## config.mk

```make
export PLATFORM = sky130hd
export DESIGN_NAME = sv39_page_table_walker_flat
export DESIGN_NICKNAME = d
export VERILOG_FILES = /design/src/hdl/sv39ptw_pkg.sv /design/src/hdl/sv39ptw_ifs.sv /design/src/hdl/sv39ptw_step.sv /design/src/hdl/sv39_page_table_walker.sv /design/src/flat_wrapper.sv
export SDC_FILE = /design/constraint.sdc
export NUM_CORES = 1
export LEC_CHECK = 0
export BUFFER_PORTS_ARGS = -buffer_cell sky130_fd_sc_hd__buf_2
export CAP_MARGIN = 30
export CORE_MARGIN = 2
export CORE_UTILIZATION = 44
export DETAILED_ROUTE_END_ITERATION = 7
export PLACE_DENSITY = 0.82
export SETUP_SLACK_MARGIN = 0.4
export SYNTH_ARGS = -nofsm -noshare
export SYNTH_HDL_FRONTEND = slang
export SYNTH_SLANG_ARGS = --single-unit
```

## constraint.sdc

```tcl
create_clock -name clk -period 3.2 [get_ports clk]
set_clock_uncertainty 0.05 [all_clocks]
set_input_delay 0.32 -clock clk [delete_from_list [all_inputs] [get_ports clk]]
set_output_delay 0.32 -clock clk [all_outputs]
set_load 0.05 [all_outputs]
```

## src/hdl/sv39ptw_pkg.sv

```systemverilog
// Shared types and constants of the Sv39 page table walker.
package sv39ptw_pkg;

	localparam int unsigned VA_W      = 64;
	localparam int unsigned HELD_VA_W = 39;
	localparam int unsigned ROOT_W    = 44;
	localparam int unsigned MODE_W    = 4;
	localparam int unsigned CFG_IDX_W = 1;
	localparam int unsigned CFG_DAT_W = 64;
	localparam int unsigned VPN_W     = 9;
	localparam int unsigned OFFSET_W  = 12;

	// address mode codes
	localparam logic [MODE_W-1:0] MODE_DIRECT   = 4'd0;
	localparam logic [MODE_W-1:0] MODE_SV39     = 4'd8;
	localparam logic [MODE_W-1:0] MODE_SV39_ALT = 4'd9;

	// input item opcodes
	localparam logic OP_REQUEST  = 1'b0;
	localparam logic OP_RESPONSE = 1'b1;

	// configuration register indexes
	localparam logic [CFG_IDX_W-1:0] REG_ROOT_PAGE = 1'd0;
	localparam logic [CFG_IDX_W-1:0] REG_ADDR_MODE = 1'd1;

	// walk levels
	localparam logic [1:0] LEVEL_ROOT = 2'd2;
	localparam logic [1:0] LEVEL_MID  = 2'd1;
	localparam logic [1:0] LEVEL_LEAF = 2'd0;

	typedef enum logic [1:0] {
		KIND_READ   = 2'd0,
		KIND_DONE   = 2'd1,
		KIND_FAULT  = 2'd2,
		KIND_DIRECT = 2'd3
	} kind_t;

	typedef struct packed {
		logic                 busy;
		logic [1:0]           level;
		logic [HELD_VA_W-1:0] va;
	} walk_state_t;

	typedef struct packed {
		logic          valid;
		kind_t         kind;
		logic [VA_W-1:0] address;
	} walk_result_t;

endpackage

```

## src/hdl/sv39ptw_ifs.sv

```systemverilog
// Channel interfaces of the Sv39 page table walker.
interface sv39ptw_in_if;
	logic        valid;
	logic        ready;
	logic        mode;
	logic [63:0] virtual_address;
	logic [63:0] entry_data;

	modport source (output valid, mode, virtual_address, entry_data, input ready);
	modport sink   (input valid, mode, virtual_address, entry_data, output ready);
endinterface

interface sv39ptw_out_if;
	logic        valid;
	logic        ready;
	logic [1:0]  kind;
	logic [63:0] address;

	modport source (output valid, kind, address, input ready);
	modport sink   (input valid, kind, address, output ready);
endinterface

interface sv39ptw_cfg_if;
	logic        valid;
	logic        ready;
	logic [0:0]  index;
	logic [63:0] data;

	modport source (output valid, index, data, input ready);
	modport sink   (input valid, index, data, output ready);
endinterface

```

## src/hdl/sv39ptw_step.sv

```systemverilog
// Next-state and result logic for one walker beat.
module sv39ptw_step (
	input  sv39ptw_pkg::walk_state_t            state,
	input  logic [sv39ptw_pkg::ROOT_W-1:0]      root_page_number,
	input  logic [sv39ptw_pkg::MODE_W-1:0]      address_mode,
	input  logic                                mode,
	input  logic [sv39ptw_pkg::VA_W-1:0]        virtual_address,
	input  logic [63:0]                         entry_data,
	output sv39ptw_pkg::walk_state_t            next_state,
	output sv39ptw_pkg::walk_result_t           result
);

	logic [1:0]                       next_level;
	logic [sv39ptw_pkg::VPN_W-1:0]    vpn;
	logic [43:0]                      entry_ppn;

	assign next_level = state.level - 2'd1;
	assign entry_ppn  = entry_data[53:10];

	// pick the vpn for the level about to be read
	always_comb begin
		case (next_level)
			sv39ptw_pkg::LEVEL_LEAF: vpn = state.va[20:12];
			sv39ptw_pkg::LEVEL_MID:  vpn = state.va[29:21];
			default:                 vpn = state.va[38:30];
		endcase
	end

	always_comb begin
		next_state     = state;
		result.valid   = 1'b0;
		result.kind    = sv39ptw_pkg::KIND_FAULT;
		result.address = '0;
		if (mode == sv39ptw_pkg::OP_REQUEST) begin
			if (!state.busy) begin
				result.valid = 1'b1;
				if (address_mode == sv39ptw_pkg::MODE_DIRECT) begin
					result.kind    = sv39ptw_pkg::KIND_DIRECT;
					result.address = virtual_address;
				end else if (address_mode == sv39ptw_pkg::MODE_SV39 ||
						address_mode == sv39ptw_pkg::MODE_SV39_ALT) begin
					next_state.busy  = 1'b1;
					next_state.level = sv39ptw_pkg::LEVEL_ROOT;
					next_state.va    = virtual_address[sv39ptw_pkg::HELD_VA_W-1:0];
					result.kind      = sv39ptw_pkg::KIND_READ;
					result.address   = {8'd0, root_page_number, virtual_address[38:30], 3'd0};
				end
			end
		end else if (state.busy) begin
			result.valid = 1'b1;
			if (!entry_data[0]) begin
				next_state.busy  = 1'b0;
				next_state.level = sv39ptw_pkg::LEVEL_LEAF;
			end else if (state.level != sv39ptw_pkg::LEVEL_LEAF) begin
				next_state.level = next_level;
				result.kind      = sv39ptw_pkg::KIND_READ;
				result.address   = {8'd0, entry_ppn, vpn, 3'd0};
			end else begin
				next_state.busy = 1'b0;
				result.kind     = sv39ptw_pkg::KIND_DONE;
				result.address  = {8'd0, entry_ppn, state.va[sv39ptw_pkg::OFFSET_W-1:0]};
			end
		end
	end

endmodule

```

## src/hdl/sv39_page_table_walker.sv

```systemverilog
// Top level of the Sv39 page table walker.
//
// Three-level Sv39 page table walker. Each input beat is either a translate
// request or a page table entry read response; it is accepted whenever the
// result register is empty or being emptied in the same cycle, so one beat
// can be taken every clock while the result side keeps up, and the result
// of a beat is registered once and shown in the next cycle. A request
// with address mode 0 returns the address unchanged (direct), modes 8 and 9
// start a walk and return the root read address, any other mode returns a
// fault with address 0. Each valid entry response returns the next read
// address, or at the leaf the physical address; an entry with bit 0 clear
// ends the walk with a fault. A request while a walk runs, or a response
// while idle, is consumed without a result. There are no permission or
// superpage checks. Configuration writes are always accepted; write them
// only while the walker is idle.
module sv39_page_table_walker (
	input  logic                  clk,
	input  logic                  arst_n,
	sv39ptw_in_if.sink            item_ch,
	sv39ptw_out_if.source         result_ch,
	sv39ptw_cfg_if.sink           cfg
);

	// configuration registers
	logic [sv39ptw_pkg::ROOT_W-1:0] root_page_q;
	logic [sv39ptw_pkg::MODE_W-1:0] addr_mode_q;

	// walk state and result register
	sv39ptw_pkg::walk_state_t  state_q;
	sv39ptw_pkg::walk_state_t  state_next;
	sv39ptw_pkg::walk_result_t step_result;
	logic                      out_valid_q;
	sv39ptw_pkg::kind_t        out_kind_q;
	logic [63:0]               out_addr_q;
	logic                      in_beat;

	assign cfg.ready = 1'b1;

	always_ff @(posedge clk or negedge arst_n) begin
		if (!arst_n) begin
			root_page_q <= '0;
			addr_mode_q <= sv39ptw_pkg::MODE_DIRECT;
		end else if (cfg.valid) begin
			unique case (cfg.index)
				sv39ptw_pkg::REG_ROOT_PAGE: root_page_q <= cfg.data[sv39ptw_pkg::ROOT_W-1:0];
				sv39ptw_pkg::REG_ADDR_MODE: addr_mode_q <= cfg.data[sv39ptw_pkg::MODE_W-1:0];
				default: ;
			endcase
		end
	end

	// take a new beat whenever the result slot will be free
	assign item_ch.ready = !out_valid_q || result_ch.ready;
	assign in_beat       = item_ch.valid && item_ch.ready;

	sv39ptw_step u_step (
		.state            (state_q),
		.root_page_number (root_page_q),
		.address_mode     (addr_mode_q),
		.mode             (item_ch.mode),
		.virtual_address  (item_ch.virtual_address),
		.entry_data       (item_ch.entry_data),
		.next_state       (state_next),
		.result           (step_result)
	);

	// advance walk state on every accepted beat
	always_ff @(posedge clk or negedge arst_n) begin
		if (!arst_n) begin
			state_q <= '0;
		end else if (in_beat) begin
			state_q <= state_next;
		end
	end

	always_ff @(posedge clk or negedge arst_n) begin
		if (!arst_n) begin
			out_valid_q <= 1'b0;
		end else if (in_beat) begin
			out_valid_q <= step_result.valid;
		end else if (result_ch.ready) begin
			out_valid_q <= 1'b0;
		end
	end

	// hold payload until the result beat is taken
	always_ff @(posedge clk) begin
		if (in_beat) begin
			out_kind_q <= step_result.kind;
			out_addr_q <= step_result.address;
		end
	end

	assign result_ch.valid   = out_valid_q;
	assign result_ch.kind    = out_kind_q;
	assign result_ch.address = out_addr_q;

endmodule

```

## src/flat_wrapper.sv

```systemverilog
// flat-port wrapper written by rule: the top's interface ports become plain ports
module sv39_page_table_walker_flat 
  (clk, arst_n, item_ch_valid, item_ch_mode, item_ch_virtual_address, item_ch_entry_data, item_ch_ready, result_ch_valid, result_ch_kind, result_ch_address, result_ch_ready, cfg_valid, cfg_index, cfg_data, cfg_ready);
  sv39ptw_in_if item_ch_i ();
  sv39ptw_out_if result_ch_i ();
  sv39ptw_cfg_if cfg_i ();
  input  logic clk;
  input  logic arst_n;
  input wire logic [$bits(item_ch_i.valid)-1:0] item_ch_valid;
  input wire logic [$bits(item_ch_i.mode)-1:0] item_ch_mode;
  input wire logic [$bits(item_ch_i.virtual_address)-1:0] item_ch_virtual_address;
  input wire logic [$bits(item_ch_i.entry_data)-1:0] item_ch_entry_data;
  output wire logic [$bits(item_ch_i.ready)-1:0] item_ch_ready;
  output wire logic [$bits(result_ch_i.valid)-1:0] result_ch_valid;
  output wire logic [$bits(result_ch_i.kind)-1:0] result_ch_kind;
  output wire logic [$bits(result_ch_i.address)-1:0] result_ch_address;
  input wire logic [$bits(result_ch_i.ready)-1:0] result_ch_ready;
  input wire logic [$bits(cfg_i.valid)-1:0] cfg_valid;
  input wire logic [$bits(cfg_i.index)-1:0] cfg_index;
  input wire logic [$bits(cfg_i.data)-1:0] cfg_data;
  output wire logic [$bits(cfg_i.ready)-1:0] cfg_ready;
  assign item_ch_i.valid = item_ch_valid;
  assign item_ch_i.mode = item_ch_mode;
  assign item_ch_i.virtual_address = item_ch_virtual_address;
  assign item_ch_i.entry_data = item_ch_entry_data;
  assign item_ch_ready = item_ch_i.ready;
  assign result_ch_valid = result_ch_i.valid;
  assign result_ch_kind = result_ch_i.kind;
  assign result_ch_address = result_ch_i.address;
  assign result_ch_i.ready = result_ch_ready;
  assign cfg_i.valid = cfg_valid;
  assign cfg_i.index = cfg_index;
  assign cfg_i.data = cfg_data;
  assign cfg_ready = cfg_i.ready;
  sv39_page_table_walker u_core (.clk(clk), .arst_n(arst_n), .item_ch(item_ch_i), .result_ch(result_ch_i), .cfg(cfg_i));
endmodule
```

* After elaboration in Yosys (flattened, before gate mapping)
Index checks and enable logic that the tools add are counted.
Storage, ports and cells: input bits 199, flip-flop bits (word level) 157, logic and storage cells 51, output and inout port bits 69
Cells by class: reduce and logical (&&, ||, !) cells 13, mux-type cells 18, equal/unequal tests 7, $add $sub $neg 1, bitwise operators 4
Operators by type and width (count):
- $mux 67 | 3
- $mux 66 | 3
- $mux 42 | 3
- $mux 65 | 1
- $pmux 9 s2 | 1
- $mux 3 | 3
- $eq 4x4->1 const B | 2
- $reduce_and 6->1 | 1
- $reduce_bool 2->1 | 3
- $reduce_and 5->1 | 1
- $logic_not 4->1 | 1
- $ne 2x2->1 const B | 2
- $not 1->1 | 4
- $reduce_and 2->1 | 2
- $mux 1 | 3
- $ne 3x3->1 const B | 1
- $eq 2x1->1 const B | 1
- $logic_not 2->1 | 1
- $logic_or 1x1->1 | 2
- $mux 2 | 1
- $ne 2x1->1 const B | 1
- $sub 2x1->2 const B | 1
- $logic_and 1x1->1 | 1
- $logic_not 1->1 | 1

* Logic depth before layout (Yosys ltp)
depth in word-level cells 8, mapped depth 7, mapped depth without buffers 6

* Cells and area by module
Synthesis repeated with hierarchy kept, for this count alone.
Unflattened totals: cells, all modules 516, area total of the unflattened synthesis 7627.3 sq um
Modules (own cells, without submodules):
- sv39_page_table_walker | cells each 265, instances 1, seq. area each 4259.1 sq um, area each 5624.1 sq um
- sv39ptw_step | cells each 251, instances 1, seq. area each 0.0 sq um, area each 2003.2 sq um

* Worst setup path after synthesis
No wires, ideal clock.
path kind register to register, from register u_core.out_valid_q (netlist: u_core.result_ch.valid), to register u_core.state_q[10] in the netlist's numbering, path slack -655 ps, clock period less this slack 3855 ps, library setup time 127 ps, cell stages (with the launch flop) 7, path buffers 2, required time 3023 ps, arrival 3677 ps, cells stage by stage dfrtp_1 > nand2b_1 > and2_1 > nand2_1 > buf_4 > buf_6 > mux2_1
On the way: longest elaborated chain between the ends 4
Ends and longest elaborated chain:
- start: declaration | RTL line sv39_page_table_walker.sv:32 | logic out_valid_q;
- start signal: assignment | RTL line sv39_page_table_walker.sv:80 | out_valid_q <= step_result.valid;
- $logic_not 1->1 | RTL line sv39_page_table_walker.sv:53 | assign item_ch.ready = !out_valid_q || result_ch.ready;
- $logic_or 1x1->1 | RTL line sv39_page_table_walker.sv:53
- net item_ch_ready | RTL line flat_wrapper.sv:13 | output wire logic [$bits(item_ch_i.ready)-1:0] item_ch_ready;
- $logic_and 1x1->1 | RTL line sv39_page_table_walker.sv:54 | assign in_beat = item_ch.valid && item_ch.ready;
- net u_core.in_beat | RTL line sv39_page_table_walker.sv:35 | logic in_beat;
- $reduce_and 5->1 (no source line)
- end signal: assignment | RTL line sv39_page_table_walker.sv:72 | state_q <= state_next;
- end: declaration | RTL line sv39_page_table_walker.sv:29 | sv39ptw_pkg::walk_state_t state_q;
The timed path passes the listed nets, and every way through them passes these cells. A chain may end at the register's enable or synchronous reset.

==> key figures <==
Global route
  – Vias in the first global route: 5237
  – Largest net degree at the start of global routing: 78
  – Initial antenna violation count: 0
  – First-pass GRT wire length: 27100 µm
  – Gr ovfl total: 0
  – Total track usage: 22.1%

Yosys
  – Post-synthesis net count: 659
  – Post-synth top area share: 34.3%
  – #FFs+latches synth: 157
  – Ys Warns: 0
  – Mean Syn Cell Area: 14.5 µm²
  – Synth area leader: dfrtp_1
  – Mapped Area: 0.00665 mm²
  – Largest cells by area after synthesis: dfrtp_1, edfxtp_1, mux2_2
  – Seq/Total Area, Yosys: 64.1%
  – Synth Instances: 457
  – Distinct cell type count after synthesis: 34

Timing
  – Final Hold Viols: 0
  – Worst slew pin tran: 0.976 ns
  – Final Cycle Share: 74.5%
  – TNS Setup: 0 ns
  – FMAX: 0.420 GHz
  – Setup Viol. Count Final: 0
  – Max Slew Vio Count: 0
  – Fin crit period: 2.38 ns
  – Slew Limit Headroom: 34.7%
  – RSZ-0062 raised after global routing: false

Setup path
  – Worst r2r dst: u_core.result_ch.address[5]$_DFFE_PP_
  – R2R Setup Slk: 0.82 ns
  – Critical path class: register to register
  – Max incr delay on CP: 0.63 ns
  – Crit path launch type: register
  – Reg-to-reg startpoint: u_core.state_q[41]$_DFFE_PN0P_
  – End of the critical path: u_core.result_ch.address[5]$_DFFE_PP_
  – Critical-path maximum fanout: 24
  – Worst Setup End Kind: register
  – Worst Path Required: 3.38 ns
  – CP delay by family, top: simple AND/OR/NAND/NOR gates
  – Crit path launch: u_core.state_q[41]$_DFFE_PN0P_
  – Buf+Inv Stages, Crit Path: 0
  – CP Cell Sequence: and3_2 > and2_1 > a222oi_1 > o21ai_0
  – Critical Path Slowest Stage Cell: and3_2
  – Path depth of the worst reg2reg path: 4
  – CP Depth: 4
  – CP arrival: 2.56 ns

Die
  – Core Region: 0.0146 mm²
  – Num rows: 44
  – Die Y: 127 µm
  – Starting Density: 45.4%
  – Die extent in x: 127 µm
  – Ports: 268
  – Die Footprint: 0.0161 mm²

Clock tree
  – Clock tree buffer depth: 2
  – CTS resizes: 0
  – CTS Buf Count: 17
  – Clock Latency Late Sink: 0.42 ns
  – Root buf cell: clkbuf_16
  – H-tree levels: 4
  – CTS Sinks: 157
  – TritonCTS clock tree: built
  – Clock transition at path regs: 0.07 ns

Worst hold path
  – Hold crit path type: input port to register
  – Hold Startpoint: cfg_data[12]

Placement
  – DP HPWL: 12400 µm
  – I/O Buffers: 227
  – RD Place Congestion: 0.880
  – Post-Place Cells: 841

Layout
  – # fillers: 1136
  – Area grow syn2layout: 27.9%
  – Diodes inserted: 0
  – Final cell count without fillers: 875
  – Layout cells sized above 1: 51.1%
  – Nets: 880
  – Storage cell area: 0.00426 mm²
  – Multi-input logic area: 0.00203 mm²

Pwr
  – Power density over the cells: 753 mW/mm²
  – Internal Power: 4.23 mW
  – Static Leak: 4.06 nW
  – Worst VDD drop: 386 µV
  – Gate power share: 25.1%
  – Clk pwr share: 30.3%
  – Net Sw Frac: 34.0%
  – Seq pwr share: 44.6%
  – P_sw: 2.17 mW

Run status
  – Status: finished, violations left
  – Violated checks: DRC

Routing
  – ANT nets after route: 0
  – Starting DRT DRC Count: 548
  – TritonRoute pass-1 iters: 8
  – Residual DRC count: 17
  – Routed WL per cell: 20.5 µm
  – DRT Wirelength: 17900 µm
  – Vias: 4906
  – Vias/cell: 5.61

Flow run
  – Max-Cap Viols: 0
==> how the worst min path moves through the flow <==
| stage | to | cells past startpoint | slack (ns) |
|---|---|---|---|
| 2_1_floorplan | u_core.addr_mode_q[0]$_DFFE_PN0P_ | 0 | -0.03 |
| 3_3_place_gp | u_core.state_q[11]$_DFFE_PN0P_ | 1 | 0.42 |
| 3_5_place_dp | u_core.state_q[10]$_DFFE_PN0P_ | 1 | 0.44 |
| 4_1_cts | u_core.root_page_q[0]$_DFFE_PN0P_ | 1 | 0.05 |
| 5_1_grt | u_core.root_page_q[8]$_DFFE_PN0P_ | 2 | 0.05 |
| 6_report | u_core.root_page_q[12]$_DFFE_PN0P_ | 2 | 0.07 |
==> synthesized netlist by cell type, drive strengths merged <==
| library cell | count |
|---|---|
| nand2b | 2 |
| buf | 22 |
| a21oi | 1 |
| mux2 | 87 |
| nor2 | 3 |
| ha | 3 |
| a222oi | 53 |
| o21ai | 19 |
| a22oi | 9 |
| inv | 46 |
| or2 | 1 |
| conb | 1 |
| nand3 | 2 |
| and3 | 1 |
| nand2 | 13 |
| xnor2 | 1 |
| a22o | 3 |
| edfxtp | 66 |
| or4 | 1 |
| nor3 | 1 |
| and2 | 10 |
| a31oi | 1 |
| a311oi | 1 |
| nor4 | 1 |
| a2bb2oi | 1 |
| dfrtp | 91 |
| clkbuf | 13 |
| mux2i | 2 |
| nor2b | 1 |
| nand4b | 1 |
==> flip-flops by register name, indices dropped and copies added (netlist names) <==
register / cells
u_core.state_q: 42
u_core.result_ch.address: 64
u_core.addr_mode_q: 4
u_core.result_ch.kind: 2
u_core.result_ch.valid: 1
u_core.root_page_q: 44
==> placed cells by master, fill, tap and decap left out, types with 2 or more instances in the layout <==
master / count
buf_2: 226
dfrtp_1: 91
mux2_2: 77
edfxtp_1: 66
a222oi_1: 53
inv_1: 46
o21ai_0: 19
clkbuf_16: 17
nand2_1: 12
mux2_1: 10
and2_1: 9
a22oi_1: 9
buf_4: 9
inv_6: 5
inv_8: 5
nor2_1: 3
a22o_1: 3
ha_1: 3
nand2b_1: 2
nand3_1: 2
mux2i_1: 2
clkinvlp_4: 2
==> per-layer routing <==
metal	vias up	global-route usage [%]	share of wire [%]
met1	2401	25.5	38
met2	292	39.7	52
met3	27	5.99	9.0
li1	2186	-	-
met5	-	0	0
met4	0	7.95	1.8
==> power by group through the flow <==
stage / Combinational [mW] / Sequential (mW) / Clock, mW
2_1_floorplan: 0.757 / 3.20 / 0
5_1_grt: 1.73 / 2.90 / 2.06
3_3_place_gp: 1.54 / 2.85 / 0
3_5_place_dp: 1.60 / 2.89 / 0
4_1_cts: 1.61 / 2.85 / 1.98
6_report: 1.61 / 2.85 / 1.94
==> cell type report <==
cell class	instances	share of cell area, %
Clock buffer	17	5.00
Timing Repair Buffer	237	14.5
Clock inverter	15	1.71
Tap cell	184	2.71
Multi-Input combinational cell	219	23.9
Sequential cell	157	50.1
Inverter	46	2.03
==> cell families (layout without fill, tap and decap cells) <==
kind of cell	after synthesis	in the layout	synth area share (%)
AND/OR/NAND/NOR	37	37	3.24
XOR/XNOR	1	1	0.132
buffers and inverters	81	315	5.65
flip-flops	157	157	64.1
AO/OA/AOI/OAI	88	88	11.3
multiplexers	89	89	15.0
other	1	1	0.0564
adder cells (fa/ha/maj)	3	3	0.565
==> through the flow <==
stage / util, % / setup slack (ns) / area, µm² / hold slack [ns] / power (mW)
after floorplan: - / 0.484 / 6650 / -0.0256 / 3.96
after global placement: 53.9 / 0.962 / 7890 / 0.425 / 4.39
after detailed placement: 53.9 / 0.875 / 7890 / 0.436 / 4.49
after CTS: 57.8 / 0.858 / 8460 / 0.0490 / 6.44
after global routing: 58.1 / 0.703 / 8500 / 0.0523 / 6.69
final: 58.1 / 0.817 / 8500 / 0.0698 / 6.40
==> repair_timing <==
item	4_1_cts	5_1_grt
hold buffers	0	1
setup buffers	0	0
hold endpoints to repair	0	18
Note: power is estimated with default switching activity, not from simulation.
